**src/rtl/core/gsa_pkg.sv**
```systemverilog
// shared constants, types and helpers of the grain slot allocator
package gsa_pkg;

  localparam int SLOTS       = 64;
  localparam int IDX_W       = $clog2(SLOTS);
  localparam int CNT_W       = $clog2(SLOTS + 1);
  localparam int LEN_W       = 20;
  localparam int OUT_SLOT_W  = 6;
  localparam int OUT_CNT_W   = 7;

  localparam logic CMD_SPAWN = 1'b0;
  localparam logic CMD_TICK  = 1'b1;

  typedef enum logic [1:0] {
    ST_IDLE,
    ST_SCAN,
    ST_COMMIT
  } state_t;

  typedef struct packed {
    logic             busy;
    logic [LEN_W-1:0] age;
    logic [LEN_W-1:0] len;
  } slot_cell_t;

  typedef struct packed {
    logic             shift;
    logic             tick;
    logic             load;
    logic [IDX_W-1:0] load_idx;
  } ring_ctrl_t;

  function automatic logic [OUT_SLOT_W-1:0] slot_field(input logic [IDX_W-1:0] idx);
    logic [IDX_W+OUT_SLOT_W-1:0] wide;
    wide = {{OUT_SLOT_W{1'b0}}, idx};
    return wide[OUT_SLOT_W-1:0];
  endfunction

  function automatic logic [OUT_CNT_W-1:0] count_field(input logic [CNT_W-1:0] cnt);
    logic [CNT_W+OUT_CNT_W-1:0] wide;
    wide = {{OUT_CNT_W{1'b0}}, cnt};
    return wide[OUT_CNT_W-1:0];
  endfunction

endpackage

```
**src/rtl/core/gsa_if.sv**
```systemverilog
// valid/ready channel interfaces for spawn/tick requests and allocation results
interface gsa_in_if;
  logic                        valid;
  logic                        ready;
  logic                        cmd;
  logic [gsa_pkg::LEN_W-1:0]   grain_len;

  modport source (output valid, output cmd, output grain_len, input ready);
  modport sink   (input valid, input cmd, input grain_len, output ready);
endinterface

interface gsa_out_if;
  logic                             valid;
  logic                             ready;
  logic [gsa_pkg::OUT_SLOT_W-1:0]   slot;
  logic                             stolen;
  logic [gsa_pkg::OUT_CNT_W-1:0]    active_count;

  modport source (output valid, output slot, output stolen, output active_count, input ready);
  modport sink   (input valid, input slot, input stolen, input active_count, output ready);
endinterface

```
**src/rtl/core/grain_slot_allocator_unit.sv**
```systemverilog
// grain slot allocator top level: ring of slot cells around the sequencer
// Each spawn or tick request is accepted in idle and then makes one pass over all SLOTS slots,
// in which the ring of slot cells rotates by one position per cycle past the head, where the
// sequencer examines each slot (tick: ages and frees it), and then a commit, which writes the
// chosen slot on a spawn and loads the result register. The pass is the
// limiting loop. A finished result waits in its register; the next request is accepted while
// it is pending, and the commit stalls only if the previous result is still not taken.
module grain_slot_allocator_unit (
  input  logic       clk,
  input  logic       rst,
  gsa_in_if.sink     req,
  gsa_out_if.source  rsp
);

  gsa_pkg::slot_cell_t cell_q [gsa_pkg::SLOTS];
  gsa_pkg::slot_cell_t head_next;
  gsa_pkg::slot_cell_t load_val;
  gsa_pkg::ring_ctrl_t ctrl;

  gsa_ctrl u_ctrl (
    .clk       (clk),
    .rst       (rst),
    .req       (req),
    .rsp       (rsp),
    .head      (cell_q[0]),
    .head_next (head_next),
    .ctrl      (ctrl),
    .load_val  (load_val)
  );

  gsa_tick u_tick (
    .tick      (ctrl.tick),
    .head      (cell_q[0]),
    .head_next (head_next)
  );

  for (genvar i = 0; i < gsa_pkg::SLOTS; i++) begin : g_ring
    gsa_pkg::slot_cell_t nb;
    if (i == gsa_pkg::SLOTS - 1) begin : g_tail
      assign nb = head_next;
    end else begin : g_mid
      assign nb = cell_q[i+1];
    end

    gsa_cell u_cell (
      .clk      (clk),
      .rst      (rst),
      .shift    (ctrl.shift),
      .shift_in (nb),
      .load     (ctrl.load && (ctrl.load_idx == gsa_pkg::IDX_W'(i))),
      .load_val (load_val),
      .q        (cell_q[i])
    );
  end

endmodule

```
**src/rtl/core/gsa_cell.sv**
```systemverilog
// one slot cell of the rotating ring: busy flag, age and grain length
module gsa_cell (
  input  logic                clk,
  input  logic                rst,
  input  logic                shift,
  input  gsa_pkg::slot_cell_t shift_in,
  input  logic                load,
  input  gsa_pkg::slot_cell_t load_val,
  output gsa_pkg::slot_cell_t q
);

  logic                      busy;
  logic [gsa_pkg::LEN_W-1:0] age;
  logic [gsa_pkg::LEN_W-1:0] len;

  always_ff @(posedge clk) begin
    if (rst) begin
      busy <= 1'b0;
      age  <= '0;
    end else if (load) begin
      busy <= load_val.busy;
      age  <= load_val.age;
    end else if (shift) begin
      busy <= shift_in.busy;
      age  <= shift_in.age;
    end
  end

  // length has no reset, only read while busy
  always_ff @(posedge clk) begin
    if (load) begin
      len <= load_val.len;
    end else if (shift) begin
      len <= shift_in.len;
    end
  end

  assign q = '{busy: busy, age: age, len: len};

endmodule

```
**src/rtl/core/gsa_tick.sv**
```systemverilog
// aging step applied to the cell leaving the head of the ring on a tick pass
module gsa_tick (
  input  logic                tick,
  input  gsa_pkg::slot_cell_t head,
  output gsa_pkg::slot_cell_t head_next
);

  logic [gsa_pkg::LEN_W-1:0] age_inc;

  assign age_inc = head.age + gsa_pkg::LEN_W'(1);

  always_comb begin
    head_next = head;
    if (tick && head.busy) begin
      if (age_inc >= head.len) begin
        head_next.busy = 1'b0;
        head_next.age  = '0;
      end else begin
        head_next.age  = age_inc;
      end
    end
  end

endmodule

```
**src/rtl/core/gsa_ctrl.sv**
```systemverilog
// sequencer: walks the ring once per item, tracks free and oldest slots, holds the result
module gsa_ctrl (
  input  logic                   clk,
  input  logic                   rst,
  gsa_in_if.sink                 req,
  gsa_out_if.source              rsp,
  input  gsa_pkg::slot_cell_t    head,
  input  gsa_pkg::slot_cell_t    head_next,
  output gsa_pkg::ring_ctrl_t    ctrl,
  output gsa_pkg::slot_cell_t    load_val
);

  gsa_pkg::state_t               state, state_next;
  logic                          cmd_q;
  logic [gsa_pkg::LEN_W-1:0]     len_q;
  logic [gsa_pkg::IDX_W-1:0]     k;
  logic [gsa_pkg::IDX_W-1:0]     ptr;
  logic                          found;
  logic [gsa_pkg::IDX_W-1:0]     best_dist;
  logic [gsa_pkg::IDX_W-1:0]     best_idx;
  logic [gsa_pkg::IDX_W-1:0]     old_idx;
  logic [gsa_pkg::LEN_W-1:0]     old_age;
  logic [gsa_pkg::CNT_W-1:0]     busy_cnt;
  logic [gsa_pkg::CNT_W-1:0]     count;
  logic                          out_valid;
  logic [gsa_pkg::OUT_SLOT_W-1:0] out_slot;
  logic                          out_stolen;
  logic [gsa_pkg::OUT_CNT_W-1:0] out_count;

  logic                          in_fire;
  logic                          out_free;
  logic                          last;
  logic                          commit;
  logic [gsa_pkg::IDX_W:0]       dist_wide;
  logic [gsa_pkg::IDX_W-1:0]     rel_pos;
  logic [gsa_pkg::IDX_W-1:0]     chosen;

  assign in_fire  = req.valid && req.ready;
  assign out_free = !out_valid || rsp.ready;
  assign last     = (k == gsa_pkg::IDX_W'(gsa_pkg::SLOTS - 1));
  assign commit   = (state == gsa_pkg::ST_COMMIT) && out_free;

  // distance of slot k from the search pointer, modulo the pool size
  always_comb begin
    dist_wide = {1'b0, k} - {1'b0, ptr};
    if (k < ptr) begin
      dist_wide = dist_wide + (gsa_pkg::IDX_W + 1)'(gsa_pkg::SLOTS);
    end
    rel_pos = dist_wide[gsa_pkg::IDX_W-1:0];
  end

  assign chosen = found ? best_idx : old_idx;

  // next state
  always_comb begin
    state_next = state;
    unique case (state)
      gsa_pkg::ST_IDLE:   if (in_fire) state_next = gsa_pkg::ST_SCAN;
      gsa_pkg::ST_SCAN:   if (last) state_next = gsa_pkg::ST_COMMIT;
      gsa_pkg::ST_COMMIT: if (out_free) state_next = gsa_pkg::ST_IDLE;
      default:            state_next = gsa_pkg::ST_IDLE;
    endcase
  end

  // outputs
  always_comb begin
    req.ready     = (state == gsa_pkg::ST_IDLE);
    ctrl.shift    = (state == gsa_pkg::ST_SCAN);
    ctrl.tick     = (state == gsa_pkg::ST_SCAN) && (cmd_q == gsa_pkg::CMD_TICK);
    ctrl.load     = commit && (cmd_q == gsa_pkg::CMD_SPAWN);
    ctrl.load_idx = chosen;
  end

  assign load_val = '{busy: 1'b1, age: '0, len: len_q};

  always_ff @(posedge clk) begin
    if (rst) begin
      state <= gsa_pkg::ST_IDLE;
    end else begin
      state <= state_next;
    end
  end

  always_ff @(posedge clk) begin
    if (rst) begin
      ptr       <= '0;
      count     <= '0;
      out_valid <= 1'b0;
    end else begin
      if (commit) begin
        out_valid <= 1'b1;
        if (cmd_q == gsa_pkg::CMD_SPAWN) begin
          if (found) begin
            count <= count + gsa_pkg::CNT_W'(1);
            ptr   <= (best_idx == gsa_pkg::IDX_W'(gsa_pkg::SLOTS - 1)) ?
                     '0 : best_idx + gsa_pkg::IDX_W'(1);
          end
        end else begin
          count <= busy_cnt;
        end
      end else if (rsp.valid && rsp.ready) begin
        out_valid <= 1'b0;
      end
    end
  end

  // per-item scan trackers and result payload
  always_ff @(posedge clk) begin
    if (in_fire) begin
      cmd_q    <= req.cmd;
      len_q    <= req.grain_len;
      k        <= '0;
      found    <= 1'b0;
      busy_cnt <= '0;
    end else if (state == gsa_pkg::ST_SCAN) begin
      k <= k + gsa_pkg::IDX_W'(1);
      if (cmd_q == gsa_pkg::CMD_SPAWN) begin
        if (!head.busy && (!found || rel_pos < best_dist)) begin
          found     <= 1'b1;
          best_dist <= rel_pos;
          best_idx  <= k;
        end
        // strict compare keeps the lowest index on equal ages
        if (head.busy && (k == '0 || head.age > old_age)) begin
          old_idx <= k;
          old_age <= head.age;
        end
      end else if (head_next.busy) begin
        busy_cnt <= busy_cnt + gsa_pkg::CNT_W'(1);
      end
    end
    if (commit) begin
      if (cmd_q == gsa_pkg::CMD_SPAWN) begin
        out_slot   <= gsa_pkg::slot_field(chosen);
        out_stolen <= !found;
        out_count  <= gsa_pkg::count_field(found ? count + gsa_pkg::CNT_W'(1) : count);
      end else begin
        out_slot   <= '0;
        out_stolen <= 1'b0;
        out_count  <= gsa_pkg::count_field(busy_cnt);
      end
    end
  end

  assign rsp.valid        = out_valid;
  assign rsp.slot         = out_slot;
  assign rsp.stolen       = out_stolen;
  assign rsp.active_count = out_count;

  a_count_range: assert property (@(posedge clk) disable iff (rst)
    count <= gsa_pkg::CNT_W'(gsa_pkg::SLOTS))
    else $error("active count exceeds pool size");

  a_steal_only_full: assert property (@(posedge clk) disable iff (rst)
    (state == gsa_pkg::ST_COMMIT && cmd_q == gsa_pkg::CMD_SPAWN && !found)
      |-> count == gsa_pkg::CNT_W'(gsa_pkg::SLOTS))
    else $error("steal chosen while a slot is free");

  a_scan_starts: assert property (@(posedge clk) disable iff (rst)
    in_fire |=> (state == gsa_pkg::ST_SCAN && k == '0))
    else $error("scan did not start at slot zero");

  a_result_from_commit: assert property (@(posedge clk) disable iff (rst)
    $rose(out_valid) |-> $past(state) == gsa_pkg::ST_COMMIT)
    else $error("result raised outside commit");

endmodule

```
**src/flat_wrapper.sv**
```systemverilog
// flat-port wrapper written by rule: the top's interface ports become plain ports
module grain_slot_allocator_unit_flat 
  (clk, rst, req_valid, req_cmd, req_grain_len, req_ready, rsp_valid, rsp_slot, rsp_stolen, rsp_active_count, rsp_ready);
  gsa_in_if req_i ();
  gsa_out_if rsp_i ();
  input  logic clk;
  input  logic rst;
  input wire logic [$bits(req_i.valid)-1:0] req_valid;
  input wire logic [$bits(req_i.cmd)-1:0] req_cmd;
  input wire logic [$bits(req_i.grain_len)-1:0] req_grain_len;
  output wire logic [$bits(req_i.ready)-1:0] req_ready;
  output wire logic [$bits(rsp_i.valid)-1:0] rsp_valid;
  output wire logic [$bits(rsp_i.slot)-1:0] rsp_slot;
  output wire logic [$bits(rsp_i.stolen)-1:0] rsp_stolen;
  output wire logic [$bits(rsp_i.active_count)-1:0] rsp_active_count;
  input wire logic [$bits(rsp_i.ready)-1:0] rsp_ready;
  assign req_i.valid = req_valid;
  assign req_i.cmd = req_cmd;
  assign req_i.grain_len = req_grain_len;
  assign req_ready = req_i.ready;
  assign rsp_valid = rsp_i.valid;
  assign rsp_slot = rsp_i.slot;
  assign rsp_stolen = rsp_i.stolen;
  assign rsp_active_count = rsp_i.active_count;
  assign rsp_i.ready = rsp_ready;
  grain_slot_allocator_unit u_core (.clk(clk), .rst(rst), .req(req_i), .rsp(rsp_i));
endmodule
```
**config.mk**
```make
export PLATFORM = sky130hd
export DESIGN_NAME = grain_slot_allocator_unit_flat
export DESIGN_NICKNAME = d
export VERILOG_FILES = /design/src/rtl/core/gsa_pkg.sv /design/src/rtl/core/gsa_if.sv /design/src/rtl/core/grain_slot_allocator_unit.sv /design/src/rtl/core/gsa_cell.sv /design/src/rtl/core/gsa_tick.sv /design/src/rtl/core/gsa_ctrl.sv /design/src/flat_wrapper.sv
export SDC_FILE = /design/constraint.sdc
export NUM_CORES = 2
export LEC_CHECK = 0
export BUFFER_PORTS_ARGS = -buffer_cell sky130_fd_sc_hd__buf_4
export CAP_MARGIN = 10
export CORE_UTILIZATION = 30
export CTS_CLUSTER_DIAMETER = 150
export DETAILED_ROUTE_END_ITERATION = 16
export HOLD_SLACK_MARGIN = 0.15
export PLACE_DENSITY = 0.52
export SETUP_SLACK_MARGIN = 0.2
export SYNTH_ARGS = -nofsm -noshare
export SYNTH_HDL_FRONTEND = slang
export SYNTH_HIERARCHICAL = 1
export SYNTH_SLANG_ARGS = --single-unit
```
**constraint.sdc**
```tcl
create_clock -name clk -period 7.83 [get_ports clk]
set_input_delay 1.566 -clock clk [delete_from_list [all_inputs] [get_ports clk]]
set_output_delay 1.566 -clock clk [all_outputs]
set_load 0.02 [all_outputs]
```
==> impl_metrics.py <==
metrics = {
    "setup_path": {
        "start_kind": "flop",
        "critical_path_peak_fanout": 8,
        "reg2reg_slack_ps": 2910,
        "critPathArrivalTime_ps": 5710,
        "critPathCapture": "u_core/u_ctrl/busy_cnt[5]",
        "timing.reg2reg.worst_path_depth": 15,
        "regToRegStartpoint": "u_core/g_ring[0].u_cell/age[0]",
        "worst-setup-path-type": "reg2reg",
        "crit_start": "u_core/g_ring[0].u_cell/age[0]",
        "critical_path_required_time_ps": 8620,
        "critPathCaptureType": "flop",
        "worst_r2r_endpoint": "u_core/u_ctrl/busy_cnt[5]",
    },
    "cts": {
        "clkSinkCount": 2727,
        "cts.path.max_buffers": 4,
        "cts-buffers-inserted": 308,
        "total_of_hold_buffers_inserted_after_clock_tree_synthesis": 0,
        "cts_root_buffer": "clkbuf_16",
        "tritoncts_clock_tree": "done",
        "post-cts-setup-buffer-count": 0,
        "htree_levels": 5,
        "post_cts.resized_instances": 0,
        "clock_transition_time_at_the_flip_flop_clock_pins_of_the_worst_setup_and_hold_paths_ps": 60,
        "clock_latency_on_the_worst_skew_pair_ps": 920,
    },
    "grt": {
        "pin_count_of_the_biggest_net_entering_global_routing": 205,
        "groute.layer.met2.usage_pct": 26.0,
        "antenna_found_initial": 10,
        "gr-usage-met1_pct": 21.6,
        "gr-usage-all-layers_pct": 15.7,
        "grt_pass1_vias": 76600,
        "grt_overflow": 0,
        "gr-usage-met3_pct": 1.40,
        "top_usage_layer": "met2",
        "grt_pass1_wl_mm": 518,
    },
    "placed_design": {
        "portBuffers": 40,
        "gp_congestion": 0.813,
        "post_dp_cell_area_mm2": 0.128,
        "dpl.hpwl_mm": 207,
    },
    "routing": {
        "num_vias": 75000,
        "avgViaCountPerCell": 5.00,
        "wl_per_cell_um": 23.1,
        "drt-pass1-iter-count": 5,
        "antenna_viol_nets_final": 0,
        "dr.first_iter.drc_count": 5337,
        "totalWireLength_mm": 346,
        "route.detailed.drc": 0,
    },
    "yosys": {
        "yosys.area_share.xor_xnor_pct": 0.250,
        "yosys-mux-area-fraction_pct": 22.2,
        "dominant_register_cell_in_the_synthesized_netlist": "dfxtp_1",
        "seq_area_frac_synth_pct": 54.0,
        "synth_cell_types": 70,
        "yosysTopAreaCell": "edfxtp_1",
        "post_synthesis_instance_area_mm2": 0.126,
        "synth_enable_flop_cells": 1353,
        "synth_area_leaders": "edfxtp_1 32%, dfxtp_1 22%, mux2_2 11%",
        "synth.top_cell.area_share_pct": 32.2,
        "synth.most_common_cell": "dfxtp_1",
        "yosysWarningCount": 6,
        "main_combinational_cell_family_by_area_after_synthesis": "multiplexers",
        "synth.avg_cell_area_um2": 13.1,
        "yosys.area_share.adder_pct": 0.571,
        "async_reset_ff_share_pct": 0,
        "yosys.area_share.simple_pct": 8.10,
        "synth.cells.most_frequent": "1374 x dfxtp_1, 1353 x edfxtp_1, 1348 x nor2b_1",
        "post_synth_inst_count": 9624,
        "synth_compound_gate_area_share_pct": 9.09,
        "yosys_register_bits": 2727,
    },
    "floorplan": {
        "io-pin-count": 41,
        "number_of_rows_created_at_floorplan": 237,
        "initial_utilization_pct": 30.2,
        "fp.dieH_um": 650,
        "die-width_um": 650,
        "design.die.area_mm2": 0.423,
        "core-area_mm2": 0.418,
    },
    "timing": {
        "totalNegativeSetupSlack_ps": 0,
        "timing.slew.headroom_pct": 11.1,
        "setup_violations": 0,
        "period_minus_slack_ps": 4920,
        "grt_setup_unrepaired": "no",
        "timing.final.crit_share_pct": 62.9,
        "fin_worst_skew_ps": 61.6,
        "max_slew.worst_pin.slew_ps": 1330,
        "slew_viol_final": 0,
        "maximum_clock_frequency_mhz": 203,
        "hold_violations": 0,
    },
    "layout": {
        "layout-area-overhead-vs-synth_pct": 9.76,
        "net_count_reported_at_finish": 9330,
        "fin_area_mm2": 0.138,
        "final_core_util_pct": 33.2,
        "final_layout_size_suffix_gt1_share_pct": 23.3,
    },
    "pwr": {
        "powerDensity_mw_per_mm2": 232,
        "vdd.ir_drop.worst_mv": 0.159,
        "post-layout-total-power_mw": 32.1,
        "p_leak_nw": 44.9,
    },
    "flow_run": {
        "drv.max_cap_violation_count": 0,
    },
    "min_path": {
        "hold_path_class": "reg2reg",
    },
    "run_status": {
        "outcome": "finished clean",
    },
}
[cells in the final DEF, fill, tap and decap left out, types with 7 or more instances in the layout]
| master | count |
|---|---|
| edfxtp_1 | 1353 |
| xor2_1 | 19 |
| inv_1 | 128 |
| nor2_2 | 17 |
| clkbuf_16 | 320 |
| clkinv_2 | 51 |
| a21oi_1 | 34 |
| nand4_1 | 18 |
| conb_1 | 21 |
| mux2_2 | 1286 |
| bufinv_16 | 18 |
| and2_1 | 9 |
| buf_4 | 180 |
| a21o_1 | 10 |
| ha_1 | 56 |
| mux2i_1 | 1345 |
| or2_2 | 64 |
| nor2_4 | 48 |
| clkinv_1 | 39 |
| clkbuf_1 | 61 |
| buf_12 | 12 |
| clkbuf_8 | 52 |
| nor2_1 | 46 |
| xnor2_1 | 17 |
| dfxtp_1 | 1374 |
| a22o_1 | 8 |
| o21ai_0 | 19 |
| nand2_1 | 69 |
| clkinvlp_4 | 7 |
| a211oi_2 | 128 |
| nand3_1 | 20 |
| a211oi_1 | 1221 |
| nor2b_1 | 1348 |
[state kept, by name, summed over array words and instances (netlist names)]
register and flops:
u_core/u_ctrl/found 1, u_core/u_ctrl/ptr 6, u_core/g_ring.u_cell/busy 64, u_core/u_ctrl/old_age 20
u_core/u_ctrl/old_idx 6, u_core/u_ctrl/rsp.active_count 7, u_core/g_ring.u_cell/age 1280, u_core/u_ctrl/count 7
u_core/u_ctrl/busy_cnt 7, u_core/u_ctrl/best_dist 6, u_core/u_ctrl/len_q 20, u_core/u_ctrl/best_idx 6
u_core/u_ctrl/cmd_q 1, u_core/u_ctrl/rsp.stolen 1, u_core/g_ring.u_cell/len 1280, u_core/u_ctrl/k 6
u_core/u_ctrl/rsp.slot 6, u_core/u_ctrl/rsp.valid 1, u_core/u_ctrl/state 2
[metrics by stage]
step | hold slack [ps] | setup slack [ps] | instances
after floorplan | 435 | 3830 | 9643
after global placement | 451 | 2770 | 14400
after detailed placement | 460 | 2710 | 14400
after CTS | 469 | 2900 | 15000
after global routing | 489 | 2520 | 15000
final | 469 | 2910 | 15000
[critical path, stage by stage, from the launching register on]
cell and delay [ps]:
dfxtp_1 500, ha_1 360, nand4_1 240, nor4_2 500, nand4_1 230, xnor2_1 250
ha_1 260, nand4_1 160, o221ai_1 250, a211o_1 470, a21boi_0 720, nand4b_1 280
nor2_1 230, nand3_1 130, xor2_1 160, nor2_1 50
[logic make-up after synthesis]
family / after synthesis
adders and majority gates: 57
muxes: 2631
other: 2
buffers and inverters: 1027
and+or+nand+nor: 1689
AOI/OAI and AO/OA: 1455
xor gates and xnor gates: 36
DFF: 2727
[how the worst min path moves through the flow]
stage | from | endpoint | slack (ps) | cells after the start
floorplan | u_core/u_ctrl/ptr[2] | u_core/u_ctrl/ptr[2] | 440 | 2
global placement | u_core/u_ctrl/ptr[1] | u_core/u_ctrl/ptr[1] | 450 | 2
detailed placement | u_core/u_ctrl/ptr[1] | u_core/u_ctrl/ptr[1] | 460 | 2
CTS | u_core/u_ctrl/ptr[1] | u_core/u_ctrl/ptr[1] | 470 | 2
global route | u_core/u_ctrl/ptr[1] | u_core/u_ctrl/ptr[1] | 490 | 2
finish | u_core/u_ctrl/ptr[1] | u_core/u_ctrl/ptr[1] | 470 | 2
[power by group]
part,internal [mW],leakage (nW),total [mW],switching [mW]
sequential,15.5,23.8,15.7,0.158
combinational,0.587,16.1,1.82,1.23
clock,8.58,5.00,14.6,6.01
total,24.7,44.9,32.1,7.40
[final cells by class]
class	instances	area [um^2]
Sequential cell	2727	68100
Clock buffer	434	8960
Inverter	129	492
Fill cell	40600	279000
Multi-Input combinational cell	5889	51100
Timing Repair Buffer	193	1610
Tap cell	5497	6880
Clock inverter	129	1200
Antenna cell	3	7.51
[per-layer routing]
layer | up-vias | share of wire [%] | wire, um
li1 | 34800 | - | -
met1 | 38400 | 46 | 161000
met5 | - | 0 | 0
met4 | 0 | 3.0 | 10400
met2 | 1394 | 47 | 164000
met3 | 497 | 3.1 | 10600
(Power assumes the default switching activity.)
